### config.mk
export PLATFORM = sky130hd
export DESIGN_NAME = moving_average_warmup
export DESIGN_NICKNAME = d
export VERILOG_FILES = /design/src/rtl/mavg_pkg.sv /design/src/rtl/mavg_ram.sv /design/src/rtl/mavg_div.sv /design/src/rtl/moving_average_warmup.sv
export SDC_FILE = /design/constraint.sdc
export NUM_CORES = 1
export LEC_CHECK = 0
export BUFFER_PORTS_ARGS = -buffer_cell sky130_fd_sc_hd__buf_2
export CAP_MARGIN = 20
export CORE_UTILIZATION = 40
export DETAILED_ROUTE_END_ITERATION = 12
export PLACE_DENSITY_LB_ADDON = 0.15
export SETUP_SLACK_MARGIN = 0.02
export SYNTH_ARGS = -nofsm -noshare
export SYNTH_HDL_FRONTEND = slang
export SYNTH_SLANG_ARGS = --single-unit
### constraint.sdc
create_clock -name aclk -period 7.36 [get_ports aclk]
set_clock_uncertainty 0.15 [all_clocks]
set_input_delay 1.472 -clock aclk [delete_from_list [all_inputs] [get_ports aclk]]
set_output_delay 1.472 -clock aclk [all_outputs]
set_load 0.03 [all_outputs]
### src/rtl/mavg_pkg.sv
package mavg_pkg;

    localparam int SAMPLE_W = 24;

    localparam logic FUNC_PUSH  = 1'b0;
    localparam logic FUNC_CLEAR = 1'b1;

    typedef enum logic [2:0] {
        ST_IDLE,
        ST_UPDATE,
        ST_LOAD,
        ST_DIV,
        ST_RESULT
    } state_t;

    typedef struct packed {
        logic busy;
        logic done;
    } div_stat_t;

endpackage

### src/rtl/mavg_ram.sv
module mavg_ram #(
    parameter int WIDTH = 24,
    parameter int DEPTH = 4
) (
    input  logic                                     clk,
    input  logic                                     we,
    input  logic [(DEPTH > 1 ? $clog2(DEPTH) : 1)-1:0] waddr,
    input  logic [WIDTH-1:0]                         wdata,
    input  logic [(DEPTH > 1 ? $clog2(DEPTH) : 1)-1:0] raddr,
    output logic [WIDTH-1:0]                         rdata
);

    logic [WIDTH-1:0] mem [DEPTH];
    logic [WIDTH-1:0] rdata_reg;

    always_ff @(posedge clk) begin
        if (we) begin
            mem[waddr] <= wdata;
        end
        rdata_reg <= mem[raddr];
    end

    assign rdata = rdata_reg;

endmodule

### src/rtl/mavg_div.sv
module mavg_div #(
    parameter int SUM_W = 26,
    parameter int CNT_W = 3
) (
    input  logic                     aclk,
    input  logic                     aresetn,
    input  logic                     start,
    input  logic signed [SUM_W-1:0]  dividend,
    input  logic [CNT_W-1:0]         divisor,
    output logic signed [SUM_W-1:0]  quotient,
    output mavg_pkg::div_stat_t      stat
);

    localparam int STEP_W = $clog2(SUM_W);

    logic               busy_reg, busy_next;
    logic [STEP_W-1:0]  step_reg, step_next;
    logic               neg_reg, neg_next;
    logic [SUM_W-1:0]   dq_reg, dq_next;
    logic [CNT_W-1:0]   rem_reg, rem_next;
    logic [CNT_W-1:0]   dvs_reg, dvs_next;

    logic [CNT_W:0]     trial;
    logic [CNT_W:0]     diff;
    logic               fits;
    logic               last_step;

    assign trial     = {rem_reg, dq_reg[SUM_W-1]};
    assign diff      = trial - {1'b0, dvs_reg};
    assign fits      = trial >= {1'b0, dvs_reg};
    assign last_step = step_reg == STEP_W'(SUM_W - 1);

    always_comb begin
        busy_next = busy_reg;
        step_next = step_reg;
        neg_next  = neg_reg;
        dq_next   = dq_reg;
        rem_next  = rem_reg;
        dvs_next  = dvs_reg;
        if (start) begin
            // work on the magnitude, restore the sign at the end
            busy_next = 1'b1;
            step_next = '0;
            neg_next  = dividend[SUM_W-1];
            dq_next   = dividend[SUM_W-1] ? -dividend : dividend;
            rem_next  = '0;
            dvs_next  = divisor;
        end else if (busy_reg) begin
            // one quotient bit per cycle, shifted in from the right
            rem_next  = fits ? diff[CNT_W-1:0] : trial[CNT_W-1:0];
            dq_next   = {dq_reg[SUM_W-2:0], fits};
            step_next = step_reg + STEP_W'(1);
            if (last_step) begin
                busy_next = 1'b0;
            end
        end
    end

    always_ff @(posedge aclk) begin
        if (!aresetn) begin
            busy_reg <= 1'b0;
            step_reg <= '0;
        end else begin
            busy_reg <= busy_next;
            step_reg <= step_next;
        end
        neg_reg <= neg_next;
        dq_reg  <= dq_next;
        rem_reg <= rem_next;
        dvs_reg <= dvs_next;
    end

    assign quotient  = neg_reg ? -dq_reg : dq_reg;
    assign stat.busy = busy_reg;
    assign stat.done = busy_reg && last_step;

endmodule

### src/rtl/moving_average_warmup.sv
// Boxcar moving average over the last DEPTH signed 24-bit samples, with warm-up.
// Input stream: s_tdata carries the sample, s_tuser selects push (0) or clear (1).
// Output stream: one transfer per input transfer, carrying the average of the
// held samples (truncated toward zero) and the number of samples averaged.
// A push reads the oldest sample from the ring store, updates the running total,
// then a bit-serial restoring divider produces one quotient bit per cycle.
// A push then passes ST_UPDATE, ST_LOAD and ST_DIV, where the divider works through
// all SUM_W bits (SUM_W = 24 + clog2(DEPTH)), and ST_RESULT loads m_tvalid.
// A clear goes from ST_IDLE straight to ST_RESULT and answers with zeros.
// The block takes one item at a time: s_tready is high only when idle, so a
// push or a clear holds off the next item until its result has been loaded.
// The result sits in an output register, so a new item is accepted while the
// previous result still waits; a stalled receiver holds that result, and the
// next result waits in the divider until the output register frees up.
// Reset (aresetn low, synchronous) empties the history and drops any result;
// the sample store itself is not cleared, only the fill count.
module moving_average_warmup #(
    parameter int DEPTH = 4
) (
    input  logic                                         aclk,
    input  logic                                         aresetn,
    input  logic                                         s_tvalid,
    output logic                                         s_tready,
    input  logic [mavg_pkg::SAMPLE_W-1:0]                s_tdata,  // [23:0] sample
    input  logic                                         s_tuser,  // [0] func
    output logic                                         m_tvalid,
    input  logic                                         m_tready,
    // [23:0] average, then fill_count, zero padded to whole bytes
    output logic [((mavg_pkg::SAMPLE_W + $clog2(DEPTH + 1) + 7) / 8) * 8 - 1:0] m_tdata
);

    localparam int SAMPLE_W = mavg_pkg::SAMPLE_W;
    localparam int PTR_W    = DEPTH > 1 ? $clog2(DEPTH) : 1;
    localparam int CNT_W    = $clog2(DEPTH + 1);
    localparam int SUM_W    = SAMPLE_W + $clog2(DEPTH);
    localparam int OUT_W    = ((SAMPLE_W + CNT_W + 7) / 8) * 8;

    mavg_pkg::state_t state_reg, state_next;

    logic [PTR_W-1:0]           pos_reg, pos_next;
    logic [CNT_W-1:0]           count_reg, count_next;
    logic signed [SUM_W-1:0]    total_reg, total_next;
    logic signed [SAMPLE_W-1:0] sample_reg, sample_next;
    logic                       clr_reg, clr_next;
    logic                       m_tvalid_reg, m_tvalid_next;
    logic [SAMPLE_W-1:0]        m_avg_reg, m_avg_next;
    logic [CNT_W-1:0]           m_cnt_reg, m_cnt_next;

    logic                       accept;
    logic                       is_clear;
    logic                       full;
    logic                       ram_we;
    logic                       div_start;
    logic                       out_load;
    logic [SAMPLE_W-1:0]        rd_data;
    logic signed [SAMPLE_W-1:0] old_sample;
    logic signed [SUM_W-1:0]    quotient;
    mavg_pkg::div_stat_t        div_stat;

    assign accept   = s_tvalid && s_tready;
    assign is_clear = s_tuser == mavg_pkg::FUNC_CLEAR;
    assign full     = count_reg == CNT_W'(DEPTH);
    assign old_sample = full ? $signed(rd_data) : '0;

    mavg_ram #(
        .WIDTH(SAMPLE_W),
        .DEPTH(DEPTH)
    ) u_store (
        .clk  (aclk),
        .we   (ram_we),
        .waddr(pos_reg),
        .wdata(sample_reg),
        .raddr(pos_reg),
        .rdata(rd_data)
    );

    mavg_div #(
        .SUM_W(SUM_W),
        .CNT_W(CNT_W)
    ) u_div (
        .aclk    (aclk),
        .aresetn (aresetn),
        .start   (div_start),
        .dividend(total_reg),
        .divisor (count_reg),
        .quotient(quotient),
        .stat    (div_stat)
    );

    always_comb begin
        state_next = state_reg;
        unique case (state_reg)
            mavg_pkg::ST_IDLE: begin
                if (accept) begin
                    state_next = is_clear ? mavg_pkg::ST_RESULT : mavg_pkg::ST_UPDATE;
                end
            end
            mavg_pkg::ST_UPDATE: state_next = mavg_pkg::ST_LOAD;
            mavg_pkg::ST_LOAD:   state_next = mavg_pkg::ST_DIV;
            mavg_pkg::ST_DIV: begin
                if (div_stat.done) begin
                    state_next = mavg_pkg::ST_RESULT;
                end
            end
            mavg_pkg::ST_RESULT: begin
                if (out_load) begin
                    state_next = mavg_pkg::ST_IDLE;
                end
            end
            default: state_next = mavg_pkg::ST_IDLE;
        endcase
    end

    always_comb begin
        s_tready  = 1'b0;
        ram_we    = 1'b0;
        div_start = 1'b0;
        out_load  = 1'b0;
        unique case (state_reg)
            mavg_pkg::ST_IDLE:   s_tready  = 1'b1;
            mavg_pkg::ST_UPDATE: ram_we    = 1'b1;
            mavg_pkg::ST_LOAD:   div_start = 1'b1;
            mavg_pkg::ST_DIV:    ;
            mavg_pkg::ST_RESULT: out_load  = !m_tvalid_reg || m_tready;
            default:             ;
        endcase
    end

    always_comb begin
        pos_next      = pos_reg;
        count_next    = count_reg;
        total_next    = total_reg;
        sample_next   = sample_reg;
        clr_next      = clr_reg;
        m_avg_next    = m_avg_reg;
        m_cnt_next    = m_cnt_reg;
        m_tvalid_next = m_tvalid_reg && !m_tready;

        if (accept) begin
            sample_next = $signed(s_tdata);
            clr_next    = is_clear;
            if (is_clear) begin
                pos_next   = '0;
                count_next = '0;
                total_next = '0;
            end
        end

        if (ram_we) begin
            // drop the overwritten sample once the window is full
            total_next = total_reg - SUM_W'(old_sample) + SUM_W'(sample_reg);
            count_next = full ? count_reg : count_reg + CNT_W'(1);
            pos_next   = (pos_reg == PTR_W'(DEPTH - 1)) ? '0 : pos_reg + PTR_W'(1);
        end

        if (out_load) begin
            m_tvalid_next = 1'b1;
            m_avg_next    = clr_reg ? '0 : quotient[SAMPLE_W-1:0];
            m_cnt_next    = count_reg;
        end
    end

    always_ff @(posedge aclk) begin
        if (!aresetn) begin
            state_reg    <= mavg_pkg::ST_IDLE;
            pos_reg      <= '0;
            count_reg    <= '0;
            total_reg    <= '0;
            clr_reg      <= 1'b0;
            m_tvalid_reg <= 1'b0;
        end else begin
            state_reg    <= state_next;
            pos_reg      <= pos_next;
            count_reg    <= count_next;
            total_reg    <= total_next;
            clr_reg      <= clr_next;
            m_tvalid_reg <= m_tvalid_next;
        end
        sample_reg <= sample_next;
        m_avg_reg  <= m_avg_next;
        m_cnt_reg  <= m_cnt_next;
    end

    assign m_tvalid = m_tvalid_reg;
    assign m_tdata  = OUT_W'({m_cnt_reg, m_avg_reg});

    a_start_idle_div: assert property (@(posedge aclk) disable iff (!aresetn)
        div_start |-> !div_stat.busy)
        else $error("divider started while busy");

    a_count_bound: assert property (@(posedge aclk) disable iff (!aresetn)
        count_reg <= CNT_W'(DEPTH))
        else $error("fill count above window depth");

    a_done_to_result: assert property (@(posedge aclk) disable iff (!aresetn)
        div_stat.done |=> state_reg == mavg_pkg::ST_RESULT)
        else $error("divider finished without result hand-off");

    a_ready_div_idle: assert property (@(posedge aclk) disable iff (!aresetn)
        s_tready |-> !div_stat.busy)
        else $error("input ready while divider busy");

endmodule
==> results.md <==
- Starting DRC count in detailed routing: 389
- Register bit total from synthesis: 246
- CP peak stage delay: 510 ps
- Antenna Violating Nets Remaining: 0
- Achievable Freq: 0.2305 GHz
- Cells after DPL: 1456
- Max FFs per register: 96
- Largest net degree at the start of global routing: 54
- Routed vias: 7477
- CP Capture Type: flop
- Final Cell Area: 13820 um2
- DP Worst Slack: 2925 ps
- Post-CTS sizing: 0
- Crit-path slowest cell: ha_1
- Filler instances: 2780
- I/O pin count: 63
- Synth area leader: edfxtp_1
- Clk pwr share: 33.7%
- Psw: 1.239 mW
- GP Congestion: 0.8651
- Buf/Inv on CP: 2
- Final Setup Violations: 0
- Fin cells: 1509
- Hold buffers post-CTS: 0
- Clock latency on the worst-skew pair: 540 ps
- Layout area overhead: 13.37%
- Syn Inst Count: 1042
- Width of the die: 176.5 um
- Kind of critical path: reg2reg
- Worst path cell trace: inv_1 > ha_1 > and3_1 > fa_1 > inv_1 > fa_1 > a21o_1 > a221o_1 > a2111o_1 > and4_4 > or3_1 > a32o_1
- GRT Overall Usage: 15.52%
- Nets: 1191
- Reg2reg path depth: 12
- CTS buffer count: 28
- Row count: 63
- Switching Fraction: 30.10%
- Seq. cell area: 6699 um2
- Hold Violations, Final: 0
- Number of remaining DRC errors: 0
- Buffers on Ports: 57
- Number of global-route vias before repair: 7340
- Worst slew margin: 37.46%
- Layout cells sized above 1: 13.05%
- Internal power: 2.877 mW
- Final global-route overflow total: 0
- Vias per std cell: 4.955
- CTS Buffer Depth: 3
- Mapped Avg Cell Area: 11.70 um2
- Total core area: 29800 um2
- DP Area: 12860 um2
- RSZ-0062 raised after global routing: false
- Setup bufs post-CTS: 0
- Final Max Tran Viols: 0
- Mapped cell area: 12190 um2
- Clk pin slew, worst setup/hold paths: 60 ps
- Max-cap violations: 0
- Multi-input gate area: 4853 um2
- Leakage: 5.390 nW
- CTS tree: yes
- Post-Route WL: 23430 um
- Synth cell types: 66
- CP delay by family, top: adder cells
- Initial Utilization: 40.90%
- Worst path depth: 12
- First drt pass iteration count: 4
- Initial antenna violation count: 0
- Worst Path Arrival: 4620 ps
- Top-area cell type share of the netlist area: 43.61%
- Ranking of synthesized cells by area: edfxtp_1 44%, dfxtp_1 11%, mux4_2 4.4%
- Critical path peak fanout: 26
- Die H: 176.5 um
- Register area share after synthesis: 54.95%
- Worst-Margin Slew: 936.8 ps
- Root buffer selected by CTS: clkbuf_16
- Comb power frac: 23.9%
- Final Critical Period: 4339 ps
- Clock sink count: 246
- M1 wire length: 12090 um
- Met2 WL: 10060 um
- Final Worst Setup Slack: 3021 ps
- Ys flop type: edfxtp_1
- Critical path startpoint category: flop
- Post-synth EDFFs: 177
- Wire length per cell: 15.53 um
- Maximum VDD drop: 0.1802 mV
- Uppermost layer routed: met4
- Die area: 31170 um2
- First-pass GRT wire length: 38590 um
- Crit share post-route: 58.95%
- Post-detail-place hpwl: 16580 um
- Post-synth ARST share: 0%
- Yosys warnings: 0
- Min-delay worst type: reg2reg
- CTS H-tree depth: 1
- Pwr per Cell Area: 297.9 nW/um2
- Ant. Diodes: 0
- Flop-to-flop setup slack: 3020 ps
- Routed length on met3: 706 um
- Sequential power share: 42.3%
- WHS Path Cells: 2
- Run status: finished, final reports clean
- Final TNS setup: 0 ps
- CP required: 7640 ps
[Yosys cell counts, types with 4 or more instances]
cell / n
nand4_1: 11
mux4_2: 24
ha_1: 39
inv_1: 123
and3_1: 27
nor3_1: 9
nand2b_1: 8
nand2_1: 78
buf_1: 5
nor2_1: 62
o21a_1: 6
mux2i_1: 5
nand3_1: 22
o211ai_1: 9
dfxtp_1: 69
fa_1: 26
xnor2_1: 40
a22oi_1: 12
o31ai_1: 13
or3_1: 8
clkbuf_1: 35
edfxtp_1: 177
and2_1: 8
or4_1: 6
a21oi_1: 38
o21bai_1: 6
nand3b_1: 4
nor2b_1: 14
xor2_1: 24
a21boi_0: 6
a21o_1: 14
o21ai_1: 5
buf_4: 5
o21ai_0: 49
[power by group through the flow]
stage          sequential [mW]  combinational (mW)  clock, mW
2_1_floorplan             1.74               0.774          0
3_3_place_gp              1.77               0.980          0
3_5_place_dp              1.77               0.986          0
4_1_cts                   1.74               0.991       1.43
5_1_grt                   1.76                1.12       1.48
6_report                  1.74               0.985       1.39
[metrics by stage]
step | power, mW | hold WS [ps] | util (%)
6_report | 4.116 | 311.2 | 46.37
5_1_grt | 4.361 | 338.2 | 46.37
4_1_cts | 4.159 | 316.9 | 46.33
3_5_place_dp | 2.757 | 302.8 | 43.17
3_3_place_gp | 2.747 | 291.6 | 43.17
2_1_floorplan | 2.513 | 275.1 | -
[worst register-to-register path, stage by stage, from the launching register on]
cell      delay (ps)
dfxtp_1          400
inv_1             70
ha_1             510
and3_1           340
fa_1             480
inv_1             70
fa_1             450
a21o_1           220
a221o_1          350
a2111o_1         430
and4_4           190
or3_1            340
a32o_1           250
[path summary, 6_finish.rpt]
check,startpoint,endpoint
worst max-delay path,count_reg[0],total_reg[22]
worst min register to register,total_reg[24],total_reg[24]
worst max register to register,count_reg[0],total_reg[22]
worst min-delay path,total_reg[24],total_reg[24]
[cell families (layout without fill, tap and decap cells)]
kind of cell             Yosys count  count (layout)  synth area share [%]
XOR/XNOR                          64              64                 4.600
AND/OR/NAND/NOR                  270             270                 11.05
adder cells (fa/ha/maj)           65              65                 8.275
AO/OA/AOI/OAI                    197             197                 10.84
flip-flops                       246             246                 54.95
buffers and inverters            170             243                 5.411
other                              1               5               0.03077
multiplexers                      29              29                 4.846
[routing by layer]
| metal | track usage (%) | vias up |
|---|---|---|
| li1 | - | 3814 |
| met1 | 22.45 | 3523 |
| met2 | 24.48 | 107 |
| met3 | 1.981 | 33 |
| met4 | 4.167 | 0 |
| met5 | 0 | - |
[final cells by class]
| type | instances | share of cell area [%] |
|---|---|---|
| multi-input combinational | 630 | 35.13 |
| clock buffer | 41 | 6.022 |
| sequential | 246 | 48.49 |
| inverter | 123 | 3.342 |
| clock inverter | 11 | 0.7879 |
| timing repair buffer | 68 | 2.699 |
| tap | 390 | 3.532 |
[cells in the final DEF, fill, tap and decap left out, types with 6 or more instances in the layout]
master / count
nor2_1: 61
buf_2: 57
and2_1: 8
o21ai_0: 49
dfxtp_1: 67
o21a_1: 6
xor2_1: 24
o21bai_1: 6
clkbuf_1: 7
buf_4: 10
mux4_2: 24
a21boi_0: 6
clkbuf_16: 30
nand4_1: 11
or3_1: 8
a21o_1: 14
o211ai_1: 9
edfxtp_1: 177
nand3_1: 22
nor3_1: 9
nand2b_1: 8
a21oi_1: 38
ha_1: 39
nor2b_1: 14
and3_1: 27
fa_1: 26
xnor2_1: 40
a22oi_1: 12
nand2_1: 78
inv_1: 123
or4_1: 6
o31ai_1: 13
Power figures use the tool's default switching activity.
